==> src/rtl/touch_average_clamp_scale_assert.svh <==
// assertion macros for the touch averaging block
// expects clk and rst_n in the scope where the macros are used
`ifndef TOUCH_AVERAGE_CLAMP_SCALE_ASSERT_SVH
`define TOUCH_AVERAGE_CLAMP_SCALE_ASSERT_SVH

// same-cycle implication, disabled during reset
`define TACS_ASSERT_IMP(lbl, ante, cons, msg) \
    lbl: assert property (@(posedge clk) disable iff (!rst_n) (ante) |-> (cons)) \
        else $error(msg);

// next-cycle implication, disabled during reset
`define TACS_ASSERT_NEXT(lbl, ante, cons, msg) \
    lbl: assert property (@(posedge clk) disable iff (!rst_n) (ante) |=> (cons)) \
        else $error(msg);

`endif

==> src/rtl/tacs_pkg.sv <==
// shared widths, register codes and lane/divider structs for the touch averaging block
// no dependencies
package tacs_pkg;

    localparam int RAW_W  = 16;
    localparam int SPAN_W = 12;
    localparam int PROD_W = RAW_W + SPAN_W;
    localparam int IDX_W  = 3;

    typedef enum logic [IDX_W-1:0] {
        REG_RAW_X_LOW     = 3'd0,
        REG_RAW_X_HIGH    = 3'd1,
        REG_RAW_Y_LOW     = 3'd2,
        REG_RAW_Y_HIGH    = 3'd3,
        REG_SCREEN_WIDTH  = 3'd4,
        REG_SCREEN_HEIGHT = 3'd5
    } reg_idx_t;

    typedef struct packed {
        logic [RAW_W-1:0]  lo;
        logic [RAW_W-1:0]  hi;
        logic [SPAN_W-1:0] span;
    } lane_cfg_t;

    typedef struct packed {
        logic              done;
        logic [SPAN_W-1:0] result;
    } lane_status_t;

    typedef struct packed {
        logic              go;
        logic [PROD_W-1:0] num;
        logic [RAW_W-1:0]  den;
    } div_req_t;

    typedef struct packed {
        logic              done;
        logic [PROD_W-1:0] quo;
    } div_rsp_t;

endpackage

==> src/rtl/tacs_div.sv <==
// serial restoring divider, one quotient bit per cycle
// depends on tacs_pkg
module tacs_div (
    input  logic               clk,
    input  logic               rst_n,
    input  tacs_pkg::div_req_t req,
    output tacs_pkg::div_rsp_t rsp
);

    localparam int CNT_W = $clog2(tacs_pkg::PROD_W + 1);

    logic                        busy_reg;
    logic                        done_reg;
    logic [CNT_W-1:0]            cnt_reg;
    logic [tacs_pkg::RAW_W-1:0]  rem_reg;
    logic [tacs_pkg::RAW_W-1:0]  den_reg;
    logic [tacs_pkg::PROD_W-1:0] quo_reg;

    logic [tacs_pkg::RAW_W:0]    trial;
    logic                        fits;
    logic [tacs_pkg::RAW_W:0]    rem_sub;
    logic [tacs_pkg::RAW_W-1:0]  rem_next;

    always_comb
    begin
        trial    = {rem_reg, quo_reg[tacs_pkg::PROD_W-1]};
        fits     = trial >= {1'b0, den_reg};
        rem_sub  = trial - {1'b0, den_reg};
        rem_next = fits ? rem_sub[tacs_pkg::RAW_W-1:0] : trial[tacs_pkg::RAW_W-1:0];
    end

    always_ff @(posedge clk or negedge rst_n)
    begin
        if (!rst_n)
        begin
            busy_reg <= 1'b0;
            done_reg <= 1'b0;
            cnt_reg  <= '0;
            rem_reg  <= '0;
            den_reg  <= '0;
            quo_reg  <= '0;
        end
        else
        begin
            done_reg <= 1'b0;
            if (req.go)
            begin
                busy_reg <= 1'b1;
                cnt_reg  <= '0;
                rem_reg  <= '0;
                den_reg  <= req.den;
                quo_reg  <= req.num;
            end
            else if (busy_reg)
            begin
                rem_reg <= rem_next;
                quo_reg <= {quo_reg[tacs_pkg::PROD_W-2:0], fits};
                cnt_reg <= cnt_reg + CNT_W'(1);
                if (cnt_reg == CNT_W'(tacs_pkg::PROD_W - 1))
                begin
                    busy_reg <= 1'b0;
                    done_reg <= 1'b1;
                end
            end
        end
    end

    assign rsp.done = done_reg;
    assign rsp.quo  = quo_reg;

endmodule

==> src/rtl/tacs_lane.sv <==
// one axis lane: average by reciprocal multiply, clamp to window, multiply by span, divide by window
// depends on tacs_pkg and tacs_div
module tacs_lane #(
    parameter int SAMPLES = 16
) (
    input  logic                                          clk,
    input  logic                                          rst_n,
    input  logic                                          start,
    input  logic [tacs_pkg::RAW_W+$clog2(SAMPLES)-1:0]    sum,
    input  tacs_pkg::lane_cfg_t                           cfg,
    output tacs_pkg::lane_status_t                        status
);

    localparam int SUM_W  = tacs_pkg::RAW_W + $clog2(SAMPLES);
    localparam int LOG_S  = $clog2(SAMPLES);
    localparam int SHIFT  = SUM_W + LOG_S;
    localparam int RCP_W  = SUM_W + 1;
    localparam int AVG_PW = SUM_W + RCP_W;

    // rounded-up reciprocal of the window, exact for every sum that fits SUM_W bits
    localparam logic [63:0] RCP_FULL =
        ((64'd1 << SHIFT) + 64'(SAMPLES - 1)) / 64'(SAMPLES);
    localparam logic [RCP_W-1:0] RCP = RCP_FULL[RCP_W-1:0];

    typedef enum logic [2:0] {
        L_IDLE,
        L_AVG,
        L_CLAMP,
        L_MUL,
        L_SCALE,
        L_DONE
    } lane_state_t;

    lane_state_t                  state_reg;
    tacs_pkg::lane_cfg_t          cfg_reg;
    logic [SUM_W-1:0]             sum_reg;
    logic [tacs_pkg::RAW_W-1:0]   raw_reg;
    logic [tacs_pkg::RAW_W-1:0]   diff_reg;
    logic                         degen_reg;
    logic [tacs_pkg::SPAN_W-1:0]  result_reg;
    tacs_pkg::div_req_t           div_req_reg;
    tacs_pkg::div_rsp_t           div_rsp;

    logic [AVG_PW-1:0]            avg_prod;
    logic [tacs_pkg::RAW_W-1:0]   raw_lo;
    logic [tacs_pkg::RAW_W-1:0]   raw_clamp;

    assign avg_prod = AVG_PW'(sum_reg) * AVG_PW'(RCP);

    // raise to low first, then lower to high
    always_comb
    begin
        raw_lo    = (raw_reg < cfg_reg.lo) ? cfg_reg.lo : raw_reg;
        raw_clamp = (raw_lo > cfg_reg.hi) ? cfg_reg.hi : raw_lo;
    end

    tacs_div u_div (
        .clk   (clk),
        .rst_n (rst_n),
        .req   (div_req_reg),
        .rsp   (div_rsp)
    );

    always_ff @(posedge clk or negedge rst_n)
    begin
        if (!rst_n)
        begin
            state_reg   <= L_IDLE;
            cfg_reg     <= '0;
            sum_reg     <= '0;
            raw_reg     <= '0;
            diff_reg    <= '0;
            degen_reg   <= 1'b0;
            result_reg  <= '0;
            div_req_reg <= '0;
        end
        else
        begin
            div_req_reg.go <= 1'b0;
            case (state_reg)
                L_IDLE, L_DONE:
                begin
                    if (start)
                    begin
                        cfg_reg   <= cfg;
                        sum_reg   <= sum;
                        state_reg <= L_AVG;
                    end
                end
                L_AVG:
                begin
                    raw_reg   <= avg_prod[SHIFT +: tacs_pkg::RAW_W];
                    state_reg <= L_CLAMP;
                end
                L_CLAMP:
                begin
                    diff_reg        <= raw_clamp - cfg_reg.lo;
                    div_req_reg.den <= cfg_reg.hi - cfg_reg.lo;
                    degen_reg       <= cfg_reg.hi <= cfg_reg.lo;
                    state_reg       <= L_MUL;
                end
                L_MUL:
                begin
                    if (degen_reg)
                    begin
                        // empty or inverted window reads as zero
                        result_reg <= '0;
                        state_reg  <= L_DONE;
                    end
                    else
                    begin
                        div_req_reg.go  <= 1'b1;
                        div_req_reg.num <= tacs_pkg::PROD_W'(diff_reg) *
                                           tacs_pkg::PROD_W'(cfg_reg.span);
                        state_reg       <= L_SCALE;
                    end
                end
                L_SCALE:
                begin
                    if (div_rsp.done)
                    begin
                        result_reg <= div_rsp.quo[tacs_pkg::SPAN_W-1:0];
                        state_reg  <= L_DONE;
                    end
                end
                default:
                begin
                    state_reg <= L_IDLE;
                end
            endcase
        end
    end

    assign status.done   = (state_reg == L_DONE);
    assign status.result = result_reg;

endmodule

==> src/rtl/touch_average_clamp_scale.sv <==
// top level of the touch averaging block: accumulator, config registers, two axis lanes,
// merge into the output register; depends on tacs_pkg, tacs_lane and the assert header
//
//  channel | direction | handshake              | payload
//  --------+-----------+------------------------+------------------------------
//  in      | input     | in_valid / in_stall    | pressed, sample_x, sample_y
//  out     | output    | out_valid / out_stall  | ok, screen_x, screen_y
//  cfg     | input     | cfg_valid / cfg_ready  | cfg_index, cfg_data
//
// a pressed beat that does not fill the window is added to the running sums
// a beat that fills the window starts both lanes; each lane averages by a constant
// reciprocal multiply, clamps, multiplies by the span and runs one serial division; the
// point lands once both lanes are done, sooner when both windows are empty or inverted
// a release beat loads a failure result directly into the output register
// every beat is stalled while the lanes run; a result-making beat is also stalled while a
// result waits, summing beats keep flowing then
// reset is asynchronous, active low; config registers come up at their documented values
module touch_average_clamp_scale #(
    parameter int SAMPLES = 16
) (
    input  logic                          clk,
    input  logic                          rst_n,

    input  logic                          in_valid,
    output logic                          in_stall,
    input  logic                          pressed,
    input  logic [tacs_pkg::RAW_W-1:0]    sample_x,
    input  logic [tacs_pkg::RAW_W-1:0]    sample_y,

    output logic                          out_valid,
    input  logic                          out_stall,
    output logic                          ok,
    output logic [tacs_pkg::SPAN_W-1:0]   screen_x,
    output logic [tacs_pkg::SPAN_W-1:0]   screen_y,

    input  logic                          cfg_valid,
    output logic                          cfg_ready,
    input  logic [tacs_pkg::IDX_W-1:0]    cfg_index,
    input  logic [tacs_pkg::RAW_W-1:0]    cfg_data
);

    localparam int SUM_W = tacs_pkg::RAW_W + $clog2(SAMPLES);
    localparam int CNT_W = $clog2(SAMPLES);

    // config registers
    logic [tacs_pkg::RAW_W-1:0]  raw_x_low_reg;
    logic [tacs_pkg::RAW_W-1:0]  raw_x_high_reg;
    logic [tacs_pkg::RAW_W-1:0]  raw_y_low_reg;
    logic [tacs_pkg::RAW_W-1:0]  raw_y_high_reg;
    logic [tacs_pkg::SPAN_W-1:0] screen_width_reg;
    logic [tacs_pkg::SPAN_W-1:0] screen_height_reg;

    // accumulator
    logic [SUM_W-1:0]            sum_x_reg;
    logic [SUM_W-1:0]            sum_y_reg;
    logic [CNT_W-1:0]            count_reg;
    logic [SUM_W-1:0]            sum_x_next;
    logic [SUM_W-1:0]            sum_y_next;

    // control and output register
    logic                        busy_reg;
    logic                        out_valid_reg;
    logic                        ok_reg;
    logic [tacs_pkg::SPAN_W-1:0] screen_x_reg;
    logic [tacs_pkg::SPAN_W-1:0] screen_y_reg;

    logic                        in_take;
    logic                        window_full;
    logic                        makes_result;
    logic                        lanes_start;
    logic                        lanes_done;

    tacs_pkg::lane_cfg_t         cfg_x;
    tacs_pkg::lane_cfg_t         cfg_y;
    tacs_pkg::lane_status_t      status_x;
    tacs_pkg::lane_status_t      status_y;

    assign cfg_ready = 1'b1;

    // this beat completes the window when the count already holds SAMPLES-1
    assign window_full  = (count_reg == CNT_W'(SAMPLES - 1));
    assign makes_result = !pressed || window_full;

    // result-making beats need the lanes idle and the output slot free
    assign in_stall = busy_reg || (out_valid_reg && makes_result);
    assign in_take  = in_valid && !in_stall;

    assign sum_x_next = sum_x_reg + {{(SUM_W - tacs_pkg::RAW_W){1'b0}}, sample_x};
    assign sum_y_next = sum_y_reg + {{(SUM_W - tacs_pkg::RAW_W){1'b0}}, sample_y};

    assign lanes_start = in_take && pressed && window_full;
    assign lanes_done  = busy_reg && status_x.done && status_y.done;

    assign cfg_x = '{lo: raw_x_low_reg, hi: raw_x_high_reg, span: screen_width_reg};
    assign cfg_y = '{lo: raw_y_low_reg, hi: raw_y_high_reg, span: screen_height_reg};

    tacs_lane #(
        .SAMPLES (SAMPLES)
    ) u_lane_x (
        .clk    (clk),
        .rst_n  (rst_n),
        .start  (lanes_start),
        .sum    (sum_x_next),
        .cfg    (cfg_x),
        .status (status_x)
    );

    tacs_lane #(
        .SAMPLES (SAMPLES)
    ) u_lane_y (
        .clk    (clk),
        .rst_n  (rst_n),
        .start  (lanes_start),
        .sum    (sum_y_next),
        .cfg    (cfg_y),
        .status (status_y)
    );

    // config writes; indexes past the list are dropped
    always_ff @(posedge clk or negedge rst_n)
    begin
        if (!rst_n)
        begin
            raw_x_low_reg     <= '0;
            raw_x_high_reg    <= '1;
            raw_y_low_reg     <= '0;
            raw_y_high_reg    <= '1;
            screen_width_reg  <= tacs_pkg::SPAN_W'(320);
            screen_height_reg <= tacs_pkg::SPAN_W'(240);
        end
        else if (cfg_valid && cfg_ready)
        begin
            case (tacs_pkg::reg_idx_t'(cfg_index))
                tacs_pkg::REG_RAW_X_LOW:     raw_x_low_reg     <= cfg_data;
                tacs_pkg::REG_RAW_X_HIGH:    raw_x_high_reg    <= cfg_data;
                tacs_pkg::REG_RAW_Y_LOW:     raw_y_low_reg     <= cfg_data;
                tacs_pkg::REG_RAW_Y_HIGH:    raw_y_high_reg    <= cfg_data;
                tacs_pkg::REG_SCREEN_WIDTH:  screen_width_reg  <= cfg_data[tacs_pkg::SPAN_W-1:0];
                tacs_pkg::REG_SCREEN_HEIGHT: screen_height_reg <= cfg_data[tacs_pkg::SPAN_W-1:0];
                default:                     ;
            endcase
        end
    end

    // accumulator, lane tracking and the merged output register
    always_ff @(posedge clk or negedge rst_n)
    begin
        if (!rst_n)
        begin
            sum_x_reg     <= '0;
            sum_y_reg     <= '0;
            count_reg     <= '0;
            busy_reg      <= 1'b0;
            out_valid_reg <= 1'b0;
            ok_reg        <= 1'b0;
            screen_x_reg  <= '0;
            screen_y_reg  <= '0;
        end
        else
        begin
            if (out_valid_reg && !out_stall)
            begin
                out_valid_reg <= 1'b0;
            end

            if (in_take)
            begin
                if (!pressed)
                begin
                    // release: clear window, report contact lost
                    sum_x_reg     <= '0;
                    sum_y_reg     <= '0;
                    count_reg     <= '0;
                    out_valid_reg <= 1'b1;
                    ok_reg        <= 1'b0;
                    screen_x_reg  <= '0;
                    screen_y_reg  <= '0;
                end
                else if (window_full)
                begin
                    // lanes captured the final sums; start a fresh window
                    sum_x_reg <= '0;
                    sum_y_reg <= '0;
                    count_reg <= '0;
                    busy_reg  <= 1'b1;
                end
                else
                begin
                    sum_x_reg <= sum_x_next;
                    sum_y_reg <= sum_y_next;
                    count_reg <= count_reg + CNT_W'(1);
                end
            end

            // merge both axes once each lane has finished
            if (lanes_done)
            begin
                busy_reg      <= 1'b0;
                out_valid_reg <= 1'b1;
                ok_reg        <= 1'b1;
                screen_x_reg  <= status_x.result;
                screen_y_reg  <= status_y.result;
            end
        end
    end

    assign out_valid = out_valid_reg;
    assign ok        = ok_reg;
    assign screen_x  = screen_x_reg;
    assign screen_y  = screen_y_reg;

`include "touch_average_clamp_scale_assert.svh"

    `TACS_ASSERT_IMP(a_merge_only_when_busy, status_x.done && status_y.done && lanes_done, busy_reg && !out_valid_reg, "lanes merged while output slot was taken")
    `TACS_ASSERT_NEXT(a_release_reports_fail, in_take && !pressed, out_valid_reg && !ok_reg && count_reg == '0, "release beat did not load a failure result")
    `TACS_ASSERT_IMP(a_fail_is_zero, out_valid_reg && !ok_reg, screen_x_reg == '0 && screen_y_reg == '0, "failure result carries nonzero coordinates")
    `TACS_ASSERT_NEXT(a_full_starts_lanes, lanes_start, busy_reg && count_reg == '0 && sum_x_reg == '0, "full window did not start lanes and clear sums")

endmodule

==> config.mk <==
export PLATFORM = sky130hd
export DESIGN_NAME = touch_average_clamp_scale
export DESIGN_NICKNAME = d
export VERILOG_FILES = /design/src/rtl/tacs_pkg.sv /design/src/rtl/tacs_div.sv /design/src/rtl/tacs_lane.sv /design/src/rtl/touch_average_clamp_scale.sv
export VERILOG_INCLUDE_DIRS = /design/src /design/src/rtl
export SDC_FILE = /design/constraint.sdc
export NUM_CORES = 2
export LEC_CHECK = 0
export ABC_AREA = 1
export BUFFER_PORTS_ARGS = -buffer_cell sky130_fd_sc_hd__buf_4
export CAP_MARGIN = 25
export CORE_MARGIN = 3
export CORE_UTILIZATION = 25
export DETAILED_ROUTE_END_ITERATION = 10
export PLACE_DENSITY = 0.46
export SETUP_SLACK_MARGIN = 0.4
export SYNTH_ARGS = -nofsm -noshare
export SYNTH_HDL_FRONTEND = slang
export SYNTH_SLANG_ARGS = --single-unit
==> constraint.sdc <==
create_clock -name clk -period 5.6 [get_ports clk]
set_input_delay 0.84 -clock clk [delete_from_list [all_inputs] [get_ports clk]]
set_output_delay 0.84 -clock clk [all_outputs]
set_load 0.02 [all_outputs]
# ---- Yosys cells after proc, flatten, opt, wreduce, memory -nomap -nowiden
# Index checks and enable logic that the tools add are counted.
dict set report op_classes {
  add_sub_neg 11
  n_mul 2
  magnitude_cmp 8
  eq_ne 25
  mux 68
  n_bitwise 2
  reduce_logical 40
}
# cell n
set ops {}
lappend ops {{16-bit two-way mux} 10}
lappend ops {{29-bit two-way mux} 4}
lappend ops {{28-bit two-way mux} 4}
lappend ops {{12-bit two-way mux} 8}
lappend ops {{16-bit subtractor} 6}
lappend ops {{20-bit two-way mux} 4}
lappend ops {{16-bit by 12-bit multiplier with 28-bit output} 2}
lappend ops {{12-bit case mux with 2 select lines} 2}
lappend ops {{20-bit by 16-bit adder with 20-bit output} 2}
lappend ops {{17-bit by 16-bit >= comparator with 1-bit output} 2}
lappend ops {{16-bit > comparator} 2}
lappend ops {{16-bit less-or-equal comparator} 2}
lappend ops {{16-bit < comparator} 2}
lappend ops {{3-bit case mux with 5 select lines} 2}
lappend ops {{2-bit AND reduction} 13}
lappend ops {{1-bit two-way mux} 25}
lappend ops {{5-bit two-way mux} 4}
lappend ops {{3-bit by 2-bit == test with 1-bit output, second input constant} 6}
lappend ops {{3-bit == test, second input constant} 6}
lappend ops {{2-bit nonzero test} 7}
lappend ops {{5-bit by 1-bit adder with 5-bit output, second input constant} 2}
lappend ops {{5-bit == test, second input constant} 2}
lappend ops {{3-bit by 1-bit == test with 1-bit output, second input constant} 3}
lappend ops {{3-bit logical NOT} 3}
lappend ops {{12 further kinds} 33}
dict set report word_totals {
  regBits 607
  in_bits 57
  out_inout_bits 28
  elab_cells 206
}

# ---- Depth between registers and ports, before layout
dict set report logic_depth {
  depth_word 10
  mapped_depth 40
  ltp_nobuf 38
}

# ---- Cells and area by module
# A second synthesis with hierarchy kept.
dict set report unflattened {
  hier_cells 5750
  area_unflattened_um2 45303.4
}
# module instances cells_per_inst area_each_um2 seq_area_each_um2
set modules_own_cells {}
lappend modules_own_cells {{tacs_lane (u_lane_y)} 1 1797 14481.4 3828.7}
lappend modules_own_cells {{tacs_lane (u_lane_x)} 1 1785 14326.2 3828.7}
lappend modules_own_cells {touch_average_clamp_scale 1 1062 8360.5 4026.4}
lappend modules_own_cells {tacs_div 2 553 4067.7 1676.6}

# ---- Worst setup path before layout
# No wires, ideal clock.
dict set report synth_path {
  path_type {flip-flop to flip-flop}
  start {register u_lane_y.cfg_reg[3] (netlist bit)}
  end {register u_lane_y.div_req_reg[41] (netlist bit)}
  setup_time_ns 0.082
  t_arrival_ns 5.000
  t_required_ns 5.518
  path_slack_ns 0.518
  stages_incl_launch_ff 22
  n_path_buf 2
  synth_period_minus_slack_ns 5.082
  cell_sequence {dfrtp_1 clkbuf_1 clkbuf_1 nand2_1 fa_1 inv_1 fa_1 inv_1 fa_1 inv_1 fa_1 inv_1 fa_1 inv_1 ha_1 a21oi_1 o21ai_0 a21oi_1 nand3_1 a21o_1 or2_2 a31oi_1}
}
dict set report synth_between {
  elab_chain_cells 1
}
# element line_no
set synth_rtl {}
lappend synth_rtl {{from (decl)} tacs_lane.sv:35} ;# tacs_pkg::lane_cfg_t cfg_reg;
lappend synth_rtl {{from (signal assigned)} tacs_lane.sv:85} ;# cfg_reg <= cfg;
lappend synth_rtl {{16-bit by 12-bit multiplier with 28-bit output} tacs_lane.sv:113} ;# div_req_reg.num <= tacs_pkg::PROD_W'(diff_reg) *
lappend synth_rtl {{to (decl)} tacs_lane.sv:41} ;# tacs_pkg::div_req_t div_req_reg;
# Every way passes these cells.
# A chain may end at the register's enable or synchronous reset.

# ---- Worst setup path in the final report
dict set report layout_path {
  start {register u_lane_y.cfg_reg[6] (netlist bit)}
  end {register u_lane_y.div_req_reg[38] (netlist bit)}
}
# The elaborated chain is that of the path after synthesis.

==> results.yml <==
run_status:
  status: "complete, no violations"
sta:
  timing.fmax_mhz: 200
  rsz0062_at_grt: "true"
  hold-worst-slack_ps: 244
  finalCriticalPeriod_ps: 4990
  fin_tns_setup_ps: 0
  slew_headroom_pct: 32.4
  skew_ps: 35.6
  maxSlewViolCount: 0
  final-setup-viol-count: 0
  finalHoldViolCount: 0
  post-route-period-util_pct: 89.2
  worst_pin_slew_ps: 1010
yosys:
  syn-num-nets: 5942
  synth_warnings: 0
  synth_flop_cell: "dfrtp_1"
  yosysMostFrequentCell: "nand2_1"
  synth_top_cell_by_area: "dfrtp_1"
  ys_top_cells_by_count: "1422 x nand2_1, 791 x inv_1, 561 x dfrtp_1"
  synth_top_area_share_pct: 32.5
  syn_inst: 5274
  yosysSeqAreaShare_pct: 34.8
  yosys-top-cells-area: "dfrtp_1 33%, fa_1 13%, nand2_1 12%, ha_1 9.4%, inv_1 6.9%"
  synth_seq_cells: 599
  syn-cell-area_sq_um: 43200
  syn_avg_cell_area_sq_um: 8.19
  synth.distinct_cells: 58
  synth_edf_count: 0
  async_flop_share_pct: 100
global_routing:
  grt_pass1_wl_mm: 195
  grtUsageMet2_pct: 20.5
  grt_overflow: 0
  grt_use_met1_pct: 20.1
  grtUsageMet3_pct: 2.15
  busiest_layer: "met2"
  grt_pass1_vias: 34324
  grt_usage_pct: 13.5
  antenna_found_initial: 5
  grt_max_degree: 103
power:
  sequentialPowerShare_pct: 36.6
  peakVddDrop_v: 0.000248
  pwr-share-clk_pct: 32.7
  p_sw_share_pct: 36.7
  p_leak_nw: 25.4
  internal_power_mw: 10.1
  pwr-share-comb_pct: 30.7
  p_per_area_nw_per_um2: 317
  switchingPower_mw: 5.85
clock_network:
  clock_latency_ps: 680
  htree_num_levels: 3
  numCtsBuffers: 73
  cts_root_buf: "clkbuf_16"
  cts_hold_buf: 0
  clock_path_buffers: 3
  clkSlewWorstSetupHoldPaths_ps: 70
  cts_tree: "yes"
  cts.sinks: 599
placed_design:
  dp_hpwl_mm: 91.6
  place_congestion: 0.870
  io_buffer_count: 83
worst_setup_path:
  cp.arrival_ps: 5530
  critPathCaptureType: "flop"
  start_kind: "flop"
  worstPathMaxFanout: 5
  critical_path_class: "flop to flop"
  r2r_slack_ps: 610
  cp_data_required_time_ps: 6140
cells_and_area:
  synthToLayoutAreaGrowth_pct: 16.1
  final_layout_size_suffix_gt1_share_pct: 10.6
  layout.nets: 6037
  fin_util_pct: 29.4
min_path:
  hold_class: "input pin to asynchronous set/reset pin"
floorplan:
  die_h_um: 422
  core-area_sq_um: 170000
  dieWidth_um: 422
  initial_core_util_pct: 25.3
  ios: 85
  die_area_sq_um: 178000
  rows: 151
routing:
  route.vias.total: 34264
  drt-total-wl_mm: 121
  drc: 0
  dr.pass1.iters: 7
  routedWlPerCell_um: 15.7
  via_per_inst: 4.44
  postRouteAntennaNets: 0
  drtIter0Drc: 2112
job:
  maxCapViolCount: 0
==> cell usage in the layout (no fill, tap or decap), types with 8 or more instances in the layout <==
cell,instances
a21o_1,24
xor2_1,64
dfrtp_1,516
buf_4,223
inv_2,8
nand2_2,10
clkbuf_8,14
nor3_1,54
o21a_1,12
a21oi_2,24
dfstp_2,38
clkbuf_1,9
clkinvlp_4,8
fa_1,286
a21oi_1,179
o21ai_2,10
o211ai_1,8
nand3b_1,9
xnor2_1,58
bufinv_16,11
o21bai_1,25
ha_2,10
nand2_1,1415
a31oi_1,47
inv_1,788
o21ai_0,500
a211oi_1,10
a22o_1,15
clkinv_2,11
o22ai_1,77
dfrtp_4,10
or2_2,26
buf_12,11
nor2_1,175
dfrtp_2,35
nand4_1,26
ha_1,307
o21ai_1,38
clkbuf_16,75
nand3_1,167
==> layer usage <==
metal,vias to the layer above,share of wire [%]
met4,0,1.9
met3,109,3.9
li1,17049,-
met5,-,0
met2,489,43
met1,16617,51
==> repair_timing <==
item                                    in CTS  in global routing
resized for setup                           43                114
endpoints found under the setup margin      23                 42
setup buffers                                0                 60
pin swaps                                    0                 12
==> power groups by stage <==
stage	combinational, mW	sequential [mW]	clock (mW)
floorplan	3.74	5.57	0
global placement	4.81	5.89	0
detailed placement	4.84	5.89	0
CTS	4.86	5.84	5.37
global route	5.64	5.93	5.55
finish	4.89	5.82	5.20
==> per-stage QoR <==
step / worst slack, ps / cells / instance area [sq um] / power [mW]
after floorplan: 518 / 5274 / 43200 / 9.31
after global placement: 169 / 7528 / 46600 / 10.7
after detailed placement: 136 / 7528 / 46600 / 10.7
after CTS: 401 / 7660 / 49300 / 16.1
after global routing: 390 / 7722 / 50100 / 17.1
final: 607 / 7724 / 50200 / 15.9
==> worst paths after layout <==
path | start | endpoint | cells past startpoint
hold reg to reg | raw_x_low_reg[7]$_DFFE_PN0P_ | u_lane_x.cfg_reg[35]$_DFFE_PN0P_ | 2
hold / removal | rst_n | sum_x_reg[14]$_DFFE_PN0P_ | 1
setup reg to reg | u_lane_y.cfg_reg[6]$_DFFE_PN0P_ | u_lane_y.div_req_reg[38]$_DFFE_PN0P_ | 21
max in group asynchronous | rst_n | u_lane_y.cfg_reg[5]$_DFFE_PN0P_ | 2
min in group clk | out_stall | out_valid$_DFF_PN0_ | 3
setup / recovery | u_lane_y.cfg_reg[6]$_DFFE_PN0P_ | u_lane_y.div_req_reg[38]$_DFFE_PN0P_ | 21
==> area by class of cell <==
cell class | instances | area (sq um)
repair buffers | 241 | 1980
diodes | 3 | 7.51
flip-flops and latches | 599 | 15100
clock inverters | 34 | 514
well taps | 2295 | 2870
fillers | 18430 | 120000
inverters | 800 | 3000
clock buffers | 98 | 2100
multi-input cells | 3654 | 24600
==> critical path, stage by stage, from the launching register on <==
cell      delay [ps]
dfrtp_4          520
buf_12           150
buf_4            150
nand2_1           50
inv_1             60
fa_1             420
fa_1             490
inv_1             50
fa_1             450
fa_1             510
inv_1             50
fa_1             490
ha_2             320
nand2_1           90
nand2_2           90
a31oi_2          230
o21ai_1          120
a21oi_2          160
o21bai_1         100
or2_1            210
nand3_1           90
nand2_1           60
==> cells by family (layout without fill, tap and decap cells) <==
kind of cell             Yosys count  count (layout)  synth area share (%)
adder cells (fa/ha/maj)          611             611                  22.7
flip-flops                       599             599                  34.8
buffers and inverters           1021            1173                  9.08
AND/OR/NAND/NOR                 1918            1918                  18.0
multiplexers                       5               5                 0.130
AO/OA/AOI/OAI                    997             997                  12.8
other                              1               4               0.00868
XOR/XNOR                         122             122                  2.47
Power figures use the tool's default switching activity.
